--- src/bles_pkg.sv ---
// bles_pkg: shared types, layout tables and byte reversal for the block layout endian swapper
// no dependencies
package bles_pkg;

    localparam int WordWidth = 32;
    localparam int TypeWidth = 4;
    localparam int RunWidth  = 3;
    localparam int CountWidth = 8;
    localparam int NumTypes  = 12;
    localparam int MaxRuns   = 6;
    localparam int TypeSlots = 1 << TypeWidth;
    localparam int RunSlots  = 1 << RunWidth;

    typedef logic [WordWidth-1:0]  word_t;
    typedef logic [TypeWidth-1:0]  type_t;
    typedef logic [RunWidth-1:0]   run_idx_t;
    typedef logic [CountWidth-1:0] count_t;

    // accepted input item
    typedef struct packed {
        word_t word;
        logic  first;
        type_t block_type;
    } in_item_t;

    // per-item flags from the layout walker
    typedef struct packed {
        logic swapped;
        logic layout_end;
        logic bad_type;
    } walk_t;

    // run lengths in words, unused slots zero
    localparam count_t RUN_COUNT [TypeSlots][RunSlots] = '{
        '{8'd1,   8'd2,   8'd253, 8'd0,  8'd0,  8'd0,  8'd0, 8'd0},
        '{8'd108, 8'd10,  8'd10,  8'd0,  8'd0,  8'd0,  8'd0, 8'd0},
        '{8'd6,   8'd122, 8'd0,   8'd0,  8'd0,  8'd0,  8'd0, 8'd0},
        '{8'd82,  8'd23,  8'd3,   8'd9,  8'd11, 8'd0,  8'd0, 8'd0},
        '{8'd6,   8'd0,   8'd0,   8'd0,  8'd0,  8'd0,  8'd0, 8'd0},
        '{8'd128, 8'd0,   8'd0,   8'd0,  8'd0,  8'd0,  8'd0, 8'd0},
        '{8'd6,   8'd16,  8'd86,  8'd8,  8'd12, 8'd0,  8'd0, 8'd0},
        '{8'd1,   8'd39,  8'd14,  8'd10, 8'd0,  8'd0,  8'd0, 8'd0},
        '{8'd1,   8'd127, 8'd0,   8'd0,  8'd0,  8'd0,  8'd0, 8'd0},
        '{8'd1,   8'd8,   8'd8,   8'd31, 8'd1,  8'd15, 8'd0, 8'd0},
        '{8'd1,   8'd7,   8'd1,   8'd55, 8'd0,  8'd0,  8'd0, 8'd0},
        '{8'd1,   8'd4,   8'd123, 8'd0,  8'd0,  8'd0,  8'd0, 8'd0},
        '{8'd0,   8'd0,   8'd0,   8'd0,  8'd0,  8'd0,  8'd0, 8'd0},
        '{8'd0,   8'd0,   8'd0,   8'd0,  8'd0,  8'd0,  8'd0, 8'd0},
        '{8'd0,   8'd0,   8'd0,   8'd0,  8'd0,  8'd0,  8'd0, 8'd0},
        '{8'd0,   8'd0,   8'd0,   8'd0,  8'd0,  8'd0,  8'd0, 8'd0}
    };

    // bit n set when run n holds integers
    localparam logic [RunSlots-1:0] RUN_INT [TypeSlots] = '{
        8'b0000_0010, 8'b0000_0101, 8'b0000_0001, 8'b0001_0101,
        8'b0000_0001, 8'b0000_0001, 8'b0001_0101, 8'b0000_1010,
        8'b0000_0010, 8'b0010_1010, 8'b0000_1010, 8'b0000_0010,
        8'b0000_0000, 8'b0000_0000, 8'b0000_0000, 8'b0000_0000
    };

    localparam run_idx_t RUN_TOTAL [TypeSlots] = '{
        3'd3, 3'd3, 3'd2, 3'd5, 3'd1, 3'd1, 3'd5, 3'd4,
        3'd2, 3'd6, 3'd4, 3'd3, 3'd0, 3'd0, 3'd0, 3'd0
    };

    function automatic word_t byte_reverse(input word_t w);
        return {w[7:0], w[15:8], w[23:16], w[31:24]};
    endfunction

endpackage

--- src/bles_in_reg.sv ---
// bles_in_reg: input register stage of the block layout endian swapper
// depends on bles_pkg
module bles_in_reg (
    input  logic              clk,
    input  logic              rst_n,
    input  logic              in_valid,
    output logic              in_ready,
    input  bles_pkg::in_item_t in_item,
    output logic              item_valid,
    input  logic              item_take,
    output bles_pkg::in_item_t item
);

    logic               valid_reg;
    logic               valid_next;
    bles_pkg::in_item_t item_reg;
    logic               load;

    assign in_ready   = !valid_reg || item_take;
    assign load       = in_valid && in_ready;
    assign item_valid = valid_reg;
    assign item       = item_reg;

    always_comb
    begin
        if (load)
        begin
            valid_next = 1'b1;
        end
        else if (item_take)
        begin
            valid_next = 1'b0;
        end
        else
        begin
            valid_next = valid_reg;
        end
    end

    always_ff @(posedge clk or negedge rst_n)
    begin
        if (!rst_n)
        begin
            valid_reg <= 1'b0;
        end
        else
        begin
            valid_reg <= valid_next;
        end
    end

    always_ff @(posedge clk)
    begin
        if (load)
        begin
            item_reg <= in_item;
        end
    end

endmodule

--- src/bles_walker.sv ---
// bles_walker: layout state and per-word swap and end flags
// depends on bles_pkg
module bles_walker (
    input  logic               clk,
    input  logic               rst_n,
    input  logic               step,
    input  bles_pkg::in_item_t item,
    output bles_pkg::walk_t    walk
);

    bles_pkg::type_t    layout_reg;
    bles_pkg::type_t    layout_next;
    bles_pkg::run_idx_t run_reg;
    bles_pkg::run_idx_t run_next;
    bles_pkg::count_t   left_reg;
    bles_pkg::count_t   left_next;
    logic               finished_reg;
    logic               finished_next;
    logic               invalid_reg;
    logic               invalid_next;

    bles_pkg::type_t    cur_layout;
    bles_pkg::run_idx_t cur_run;
    bles_pkg::count_t   cur_left;
    logic               cur_finished;
    bles_pkg::count_t   dec_left;
    bles_pkg::run_idx_t run_inc;
    logic               swap;
    logic               at_end;

    always_comb
    begin
        cur_layout   = layout_reg;
        cur_run      = run_reg;
        cur_left     = left_reg;
        cur_finished = finished_reg;
        invalid_next = invalid_reg;
        if (item.first)
        begin
            if (item.block_type >= bles_pkg::TypeWidth'(bles_pkg::NumTypes))
            begin
                invalid_next = 1'b1;
                cur_finished = 1'b1;
            end
            else
            begin
                invalid_next = 1'b0;
                cur_layout   = item.block_type;
                cur_run      = '0;
                cur_left     = bles_pkg::RUN_COUNT[item.block_type][0];
                cur_finished = 1'b0;
            end
        end

        layout_next   = cur_layout;
        run_next      = cur_run;
        left_next     = cur_left;
        finished_next = cur_finished;
        swap          = 1'b0;
        at_end        = 1'b0;
        dec_left      = (cur_left != '0) ? cur_left - 1'b1 : cur_left;
        run_inc       = cur_run + 1'b1;

        if (!cur_finished && cur_run < bles_pkg::RunWidth'(bles_pkg::MaxRuns))
        begin
            swap      = bles_pkg::RUN_INT[cur_layout][cur_run];
            left_next = dec_left;
            if (dec_left == '0)
            begin
                run_next = run_inc;
                if (run_inc >= bles_pkg::RUN_TOTAL[cur_layout]
                    || run_inc >= bles_pkg::RunWidth'(bles_pkg::MaxRuns))
                begin
                    finished_next = 1'b1;
                    at_end        = 1'b1;
                end
                else
                begin
                    left_next = bles_pkg::RUN_COUNT[cur_layout][run_inc];
                end
            end
        end
    end

    assign walk.swapped    = swap;
    assign walk.layout_end = at_end;
    assign walk.bad_type   = invalid_next;

    always_ff @(posedge clk or negedge rst_n)
    begin
        if (!rst_n)
        begin
            layout_reg   <= '0;
            run_reg      <= '0;
            left_reg     <= '0;
            finished_reg <= 1'b1;
            invalid_reg  <= 1'b0;
        end
        else if (step)
        begin
            layout_reg   <= layout_next;
            run_reg      <= run_next;
            left_reg     <= left_next;
            finished_reg <= finished_next;
            invalid_reg  <= invalid_next;
        end
    end

endmodule

--- src/bles_out_reg.sv ---
// bles_out_reg: result register with byte reversal on load
// depends on bles_pkg
module bles_out_reg (
    input  logic            clk,
    input  logic            rst_n,
    input  logic            load,
    input  bles_pkg::word_t word,
    input  bles_pkg::walk_t walk,
    output logic            ready,
    output logic            out_valid,
    input  logic            out_ready,
    output bles_pkg::word_t out_word,
    output bles_pkg::walk_t out_walk
);

    logic            valid_reg;
    logic            valid_next;
    bles_pkg::word_t word_reg;
    bles_pkg::walk_t walk_reg;

    assign ready     = !valid_reg || out_ready;
    assign out_valid = valid_reg;
    assign out_word  = word_reg;
    assign out_walk  = walk_reg;

    always_comb
    begin
        if (load)
        begin
            valid_next = 1'b1;
        end
        else if (out_ready)
        begin
            valid_next = 1'b0;
        end
        else
        begin
            valid_next = valid_reg;
        end
    end

    always_ff @(posedge clk or negedge rst_n)
    begin
        if (!rst_n)
        begin
            valid_reg <= 1'b0;
        end
        else
        begin
            valid_reg <= valid_next;
        end
    end

    always_ff @(posedge clk)
    begin
        if (load)
        begin
            word_reg <= walk.swapped ? bles_pkg::byte_reverse(word) : word;
            walk_reg <= walk;
        end
    end

endmodule

--- src/block_layout_endian_swapper_top.sv ---
// block_layout_endian_swapper_top: top level of the block layout endian swapper
// depends on bles_pkg, bles_in_reg, bles_walker, bles_out_reg
//
// usage:
//   s_axis carries disk block words; tuser marks the first word of a block and its
//   layout type. m_axis returns each word, byte-reversed inside integer runs of the
//   layout, with tlast on the last word the layout covers.
// path: an accepted item waits in the input register until the result register can take
//   it, and is loaded there with its walk flags, byte-reversed inside integer runs.
// throughput: one item per cycle while m_axis_tready stays high; the layout walk is a
//   table lookup and an 8-bit count step done between the two registers.
// reset: both registers empty, no layout active, so words pass through unchanged
//   until a first word arrives.
// stall: when m_axis_tready is low the result register holds its item, the input
//   register holds one more, and s_axis_tready drops once both are full; no item is
//   lost or repeated.
module block_layout_endian_swapper_top (
    input  logic        clk,
    input  logic        rst_n,
    input  logic        s_axis_tvalid,
    output logic        s_axis_tready,
    input  logic [31:0] s_axis_tdata,  // word_in
    input  logic [4:0]  s_axis_tuser,  // first, block_type[3:0]
    output logic        m_axis_tvalid,
    input  logic        m_axis_tready,
    output logic [31:0] m_axis_tdata,  // word_out
    output logic        m_axis_tlast,  // layout_end
    output logic [1:0]  m_axis_tuser   // swapped, bad_type
);

    bles_pkg::in_item_t in_item;
    bles_pkg::in_item_t item;
    logic               item_valid;
    logic               out_ready_int;
    logic               advance;
    bles_pkg::walk_t    walk;
    bles_pkg::walk_t    out_walk;

    assign in_item.word       = s_axis_tdata;
    assign in_item.first      = s_axis_tuser[0];
    assign in_item.block_type = s_axis_tuser[4:1];

    assign advance = item_valid && out_ready_int;

    bles_in_reg u_in_reg (
        .clk        (clk),
        .rst_n      (rst_n),
        .in_valid   (s_axis_tvalid),
        .in_ready   (s_axis_tready),
        .in_item    (in_item),
        .item_valid (item_valid),
        .item_take  (out_ready_int),
        .item       (item)
    );

    bles_walker u_walker (
        .clk   (clk),
        .rst_n (rst_n),
        .step  (advance),
        .item  (item),
        .walk  (walk)
    );

    bles_out_reg u_out_reg (
        .clk       (clk),
        .rst_n     (rst_n),
        .load      (advance),
        .word      (item.word),
        .walk      (walk),
        .ready     (out_ready_int),
        .out_valid (m_axis_tvalid),
        .out_ready (m_axis_tready),
        .out_word  (m_axis_tdata),
        .out_walk  (out_walk)
    );

    assign m_axis_tlast = out_walk.layout_end;
    assign m_axis_tuser = {out_walk.bad_type, out_walk.swapped};

endmodule

--- config.mk ---
export PLATFORM = sky130hd
export DESIGN_NAME = block_layout_endian_swapper_top
export DESIGN_NICKNAME = d
export VERILOG_FILES = /design/src/bles_pkg.sv /design/src/bles_in_reg.sv /design/src/bles_walker.sv /design/src/bles_out_reg.sv /design/src/block_layout_endian_swapper_top.sv
export SDC_FILE = /design/constraint.sdc
export NUM_CORES = 1
export LEC_CHECK = 0
export ABC_CLOCK_PERIOD_IN_PS = 6970
export BUFFER_PORTS_ARGS = -buffer_cell sky130_fd_sc_hd__buf_4
export CAP_MARGIN = 0
export CELL_PAD_IN_SITES_DETAIL_PLACEMENT = 1
export CELL_PAD_IN_SITES_GLOBAL_PLACEMENT = 2
export CORE_MARGIN = 2
export CORE_UTILIZATION = 39
export CTS_BUF_LIST = sky130_fd_sc_hd__clkbuf_4 sky130_fd_sc_hd__clkbuf_8
export DETAILED_ROUTE_END_ITERATION = 10
export GPL_TIMING_DRIVEN = 1
export PLACE_DENSITY = 0.9
export SYNTH_ARGS = -nofsm -noshare
export SYNTH_HDL_FRONTEND = slang
export SYNTH_SLANG_ARGS = --single-unit
export TNS_END_PERCENT = 50
--- constraint.sdc ---
create_clock -name clk -period 6.97 [get_ports clk]
set_clock_uncertainty 0.15 [all_clocks]
set_input_delay 1.394 -clock clk [delete_from_list [all_inputs] [get_ports clk]]
set_output_delay 1.394 -clock clk [all_outputs]
set_load 0.02 [all_outputs]
==> results of run 1 <==
==> cell usage after synthesis, drive strengths merged, types with 9 or more instances <==
cell    count
clkbuf     14
inv        14
nand2b     10
nand3      12
buf        17
nor2       22
ha         17
a21oi      25
mux2       35
o22ai       9
edfxtp     72
nor3       12
o21ai      33
nand2      42
dfrtp      18
==> layer usage <==
layer	share of wire [%]	routed length, um	vias up
met5	0	0	-
met4	3.2	467	0
met3	5.8	857	30
met2	48	7080	142
met1	43	6400	2080
li1	-	-	1896
==> through the flow <==
stage / cell area [um^2] / instances / util (%) / hold slack [ns]
after floorplan: 5210 / 466 / - / 0.306
after global placement: 5860 / 691 / 44.6 / 0.318
after detailed placement: 5860 / 691 / 44.6 / 0.343
after CTS: 6080 / 707 / 46.3 / 0.359
after global routing: 6080 / 707 / 46.3 / 0.373
final: 6080 / 707 / 46.3 / 0.355
==> logic make-up after synthesis <==
logic type,count (synthesis),share of synthesized area (%)
simple gates,131,12.8
compound gates,133,18.0
mux,43,9.18
xor+xnor,6,1.15
fa+ha+maj,17,4.08
buf+inv,45,4.16
flops,91,50.7
==> worst max path at each step <==
| stage | start | endpoint | slack, ns | cells past startpoint |
|---|---|---|---|---|
| 3_5_place_dp | u_in_reg.item[4]$_DFFE_PP_ | u_walker.left_reg[3]$_DFFE_PN0P_ | 2.21 | 13 |
| 3_3_place_gp | u_in_reg.item[2]$_DFFE_PP_ | u_walker.left_reg[3]$_DFFE_PN0P_ | 2.37 | 13 |
| 4_1_cts | u_in_reg.item[4]$_DFFE_PP_ | u_walker.left_reg[3]$_DFFE_PN0P_ | 2.22 | 13 |
| 6_report | u_in_reg.item[4]$_DFFE_PP_ | u_walker.left_reg[3]$_DFFE_PN0P_ | 2.19 | 13 |
| 2_1_floorplan | u_in_reg.item[2]$_DFFE_PP_ | u_walker.left_reg[3]$_DFFE_PN0P_ | 2.90 | 16 |
| 5_1_grt | u_in_reg.item[2]$_DFFE_PP_ | u_walker.left_reg[6]$_DFFE_PN0P_ | 1.86 | 13 |
==> worst max-delay path: stages (launching register included) <==
cell	delay, ns
edfxtp_1	0.69
a21boi_4	0.40
mux2i_1	0.68
inv_1	0.19
ha_1	0.50
a211oi_1	0.27
a21o_1	0.12
ha_1	0.21
nand2b_1	0.15
a21o_1	0.18
a21o_1	0.20
a21oi_1	0.22
or3b_1	0.45
o31ai_1	0.25
==> power breakdown <==
part,switching (mW),internal (mW),leakage [nW]
clock,0.210,0.178,0.106
combinational,0.424,0.290,1.32
sequential,0.0608,0.683,0.919
==> area by class of cell <==
class	instances	area, um^2	share of cell area [%]
Clock buffer	10	131	2.16
Clock inverter	6	82.6	1.36
Inverter	14	52.6	0.865
Multi-Input combinational cell	330	2350	38.7
Sequential cell	91	2640	43.4
Tap cell	176	220	3.62
Timing Repair Buffer	80	601	9.88
==> impl_metrics.json, run 1 <==
{
  "grt_pass1_vias": 4212,
  "use_met1_pct": 27.2,
  "synth_area_um2": 5210,
  "powerDensity_nw_per_um2": 304,
  "htree_levels": 3,
  "synthCells": 466,
  "ys_warn_count": 0,
  "maxSlewViolCount": 0,
  "cp_max_fo": 20,
  "hpwl_mm": 10.7,
  "route.detailed.drc": 0,
  "synth_area_per_cell_um2": 11.2,
  "finalCriticalPeriod_ns": 4.78,
  "start_util_pct": 39.6,
  "ys_seq_elements": 91,
  "cts_resized": 0,
  "max-cap-violations": 0,
  "cts_made_buffers": 9,
  "hold_viol_final": 0,
  "place_congestion": 0.916,
  "p_leak_nw": 2.34,
  "async_flop_share_pct": 20.9,
  "fillers": 1459,
  "via_per_inst": 5.87,
  "final_common_cell": "buf_4",
  "synth_nets": 524,
  "synth-edff-count": 72,
  "clk_pin_slew_ns": 0.10,
  "met2_usage_pct": 34.2,
  "cp-start-kind": "flop",
  "postCtsHoldBufs": 0,
  "die_area_um2": 14300,
  "ys_seq_area_share_pct": 50.7,
  "fin_ws_ns": 2.19,
  "clk_latency_ns": 0.36,
  "ant_nets": 0,
  "grt_max_degree": 53,
  "overflow": 0,
  "synth-main-ff-cell": "edfxtp_1",
  "power_mw": 1.85,
  "reg2regPathDepth": 13,
  "dr.first_iter.drc_count": 241,
  "synth.area.top_cells": "edfxtp_1 (42%), dfrtp_1 (8.6%), mux2_2 (7.4%)",
  "clock.fmax_mhz": 209,
  "min_path_type": "flop to flop",
  "arrival_ns": 4.91,
  "required_ns": 7.10,
  "vdd_drop_max_v": 0.000168,
  "use_met3_pct": 5.18,
  "r2r_start": "u_in_reg.item[4]$_DFFE_PP_",
  "clock-root-buffer": "clkbuf_8",
  "grt_pass1_wl_mm": 23.3,
  "ios": 78,
  "min_to": "u_out_reg.out_valid$_DFFE_PN0P_",
  "holdPathStages": 1,
  "die_y_um": 120,
  "busiest_layer": "met2",
  "synth_top_area_cell": "edfxtp_1",
  "cp-end-kind": "flop",
  "fp-row-count": 42,
  "yosys.cell_types.count": 71,
  "setup_viol": 0,
  "antenna_found_initial": 0,
  "maxSlewHeadroom_pct": 25.6,
  "coreArea_um2": 13100,
  "cts_tree": "done",
  "antenna-diode-count": 0,
  "place_ws_ns": 2.21,
  "numClockSinks": 91,
  "layout.nets": 584,
  "drt_pre_antenna_iters": 4,
  "worstSetupPathType": "flop to flop",
  "timing.rr.end": "u_walker.left_reg[3]$_DFFE_PN0P_",
  "largest_register_ffs": 37,
  "setup_tns_ns": 0,
  "final_cell_mix": "buf_4 (80), edfxtp_1 (72), nand2_1 (41)",
  "min_period_over_period_pct": 68.6,
  "r2r_slack_ns": 2.19,
  "wl_mm": 14.8,
  "wl_per_cell_um": 20.9,
  "clock_path_buffers": 2,
  "die_width_um": 120,
  "area_delta_synth_final_pct": 16.7,
  "netlist.area_leader.share_pct": 41.5,
  "outcome": "completed",
  "cts_setup_buffers": 0,
  "drive_above_1_share_pct": 27.9,
  "vias": 4148,
  "io_buffers": 77,
  "hp-start": "u_in_reg.item_valid$_DFFE_PN0P_",
  "worst_pin_slew_ns": 1.11,
  "rsz0062_at_grt": "false",
  "gr-usage-all-layers_pct": 21.0
}
(Power assumes the default switching activity.)
==> run 2, diff against run 1 <==
--- a/config.mk
+++ b/config.mk
@@ -5,17 +5,17 @@
 export SDC_FILE = /design/constraint.sdc
 export NUM_CORES = 1
 export LEC_CHECK = 0
-export ABC_CLOCK_PERIOD_IN_PS = 6970
+export ABC_CLOCK_PERIOD_IN_PS = 4050
 export BUFFER_PORTS_ARGS = -buffer_cell sky130_fd_sc_hd__buf_4
 export CAP_MARGIN = 0
 export CELL_PAD_IN_SITES_DETAIL_PLACEMENT = 1
 export CELL_PAD_IN_SITES_GLOBAL_PLACEMENT = 2
 export CORE_MARGIN = 2
-export CORE_UTILIZATION = 39
+export CORE_UTILIZATION = 35
 export CTS_BUF_LIST = sky130_fd_sc_hd__clkbuf_4 sky130_fd_sc_hd__clkbuf_8
 export DETAILED_ROUTE_END_ITERATION = 10
 export GPL_TIMING_DRIVEN = 1
-export PLACE_DENSITY = 0.9
+export PLACE_DENSITY = 0.85
 export SYNTH_ARGS = -nofsm -noshare
 export SYNTH_HDL_FRONTEND = slang
 export SYNTH_SLANG_ARGS = --single-unit
==> constraint.sdc (replaced) <==
create_clock -name clk -period 4.05 [get_ports clk]
set_clock_uncertainty 0.15 [all_clocks]
set_input_delay 0.81 -clock clk [delete_from_list [all_inputs] [get_ports clk]]
set_output_delay 0.81 -clock clk [all_outputs]
set_load 0.02 [all_outputs]
==> impl_metrics.json, run 2 (synthesis gave the netlist of run 1 again) <==
{
  "outcome": "completed",
  "clk_latency_ns": 0.37,
  "cp-end-kind": "flop",
  "place_congestion": 0.873,
  "area_delta_synth_final_pct": 19.1,
  "drt_pre_antenna_iters": 4,
  "wl_mm": 14.8,
  "die_area_um2": 15900,
  "power_mw": 3.16,
  "setup_tns_ns": 0,
  "layout.nets": 601,
  "rsz0062_at_grt": "false",
  "hold_viol_final": 0,
  "io_buffers": 77,
  "die_width_um": 126,
  "cts_setup_buffers": 0,
  "ios": 78,
  "hpwl_mm": 11.0,
  "finalCriticalPeriod_ns": 3.77,
  "maxSlewViolCount": 0,
  "seq_area_um2": 2640,
  "maxSlewHeadroom_pct": 34.1,
  "clock.fmax_mhz": 265,
  "cts_resized": 0,
  "reg2regPathDepth": 12,
  "setup_viol": 0,
  "route.detailed.drc": 0,
  "clk_pin_slew_ns": 0.10,
  "gr-usage-all-layers_pct": 19.2,
  "worst_pin_slew_ns": 0.988,
  "grt_pass1_vias": 4319,
  "grt_max_degree": 38,
  "vdd_drop_max_v": 0.000327,
  "final_common_cell": "buf_4",
  "vias": 4127,
  "max-cap-violations": 0,
  "cts_tree": "done",
  "via_per_inst": 5.64,
  "holdWs_ns": 0.155,
  "coreArea_um2": 14500,
  "cp_max_fo": 15,
  "antenna_found_initial": 0,
  "largest_register_ffs": 37,
  "clock-root-buffer": "clkbuf_8",
  "die_y_um": 126,
  "place_area_um2": 6010,
  "postCtsHoldBufs": 0,
  "min_path_type": "primary input to asynchronous set/reset pin",
  "overflow": 0,
  "fillers": 1624,
  "dr.first_iter.drc_count": 225,
  "wl_per_cell_um": 20.3,
  "min_period_over_period_pct": 93.1,
  "arrival_ns": 3.90,
  "cts_made_buffers": 9,
  "drive_above_1_share_pct": 30.3,
  "dp.cells": 716,
  "powerDensity_nw_per_um2": 510,
  "ant_nets": 0,
  "required_ns": 4.18,
  "fin_cells": 732,
  "start_util_pct": 35.8,
  "antenna-diode-count": 0,
  "grt_pass1_wl_mm": 24.0,
  "p_leak_nw": 2.42,
  "fp-row-count": 44,
  "cp-start-kind": "flop",
  "clock_path_buffers": 2,
  "finalInstanceArea_um2": 6200,
  "htree_levels": 3,
  "final_cell_mix": "buf_4 (97), edfxtp_1 (72), nand2_1 (41)",
  "numClockSinks": 91,
  "multi_input_area_um2": 2360,
  "worstSetupPathType": "flop to flop"
}
==> run 2: report_power, final <==
part	internal (mW)	leakage (nW)	switching (mW)
clock network	0.244	0.0985	0.370
logic	0.532	1.40	0.741
registers	1.18	0.919	0.100
==> run 2: worst max-delay path: stages, from the launching register on <==
cell      delay, ns
edfxtp_1       0.46
buf_4          0.22
nor2b_1        0.32
buf_4          0.24
o21ai_2        0.08
buf_4          0.23
nor3_1         0.46
nor2_1         0.13
ha_1           0.29
a21o_1         0.19
a21oi_1        0.20
or3b_1         0.44
o31ai_1        0.26
==> run 2: worst paths after layout <==
path,start,to,slack [ns]
worst max register to register,u_in_reg.item[3]$_DFFE_PP_,u_walker.left_reg[3]$_DFFE_PN0P_,0.28
min in group clk,u_in_reg.item_valid$_DFFE_PN0P_,u_out_reg.out_valid$_DFFE_PN0P_,0.36
worst max-delay path,u_in_reg.item[3]$_DFFE_PP_,u_walker.left_reg[3]$_DFFE_PN0P_,0.28
worst min-delay path,rst_n,u_walker.run_reg[1]$_DFFE_PN0P_,0.15
worst min register to register,u_in_reg.item_valid$_DFFE_PN0P_,u_out_reg.out_valid$_DFFE_PN0P_,0.36
max in group asynchronous,rst_n,u_walker.finished_reg$_DFFE_PN1P_,3.32
==> run 2: metrics by stage <==
step	util [%]	setup WS [ns]
5_1_grt	42.7	0.0377
4_1_cts	42.7	0.328
6_report	42.7	0.281
3_3_place_gp	41.3	0.471
3_5_place_dp	41.3	0.362
2_1_floorplan	-	0.0902
==> run 2: area by class of cell <==
type,count,share of cell area [%]
clock buffers,9,2.00
clock inverters,7,1.21
inverters,14,0.847
multi-input cells,330,38.0
flip-flops and latches,91,42.5
well taps,184,3.71
repair buffers,97,11.7
==> run 2: routing by layer <==
layer | GRT usage [%] | up-vias | routed length, um
li1 | - | 1927 | -
met1 | 26.5 | 2056 | 6540
met2 | 30.1 | 115 | 7210
met3 | 3.57 | 29 | 652
met4 | 7.37 | 0 | 445
met5 | 0 | - | 0
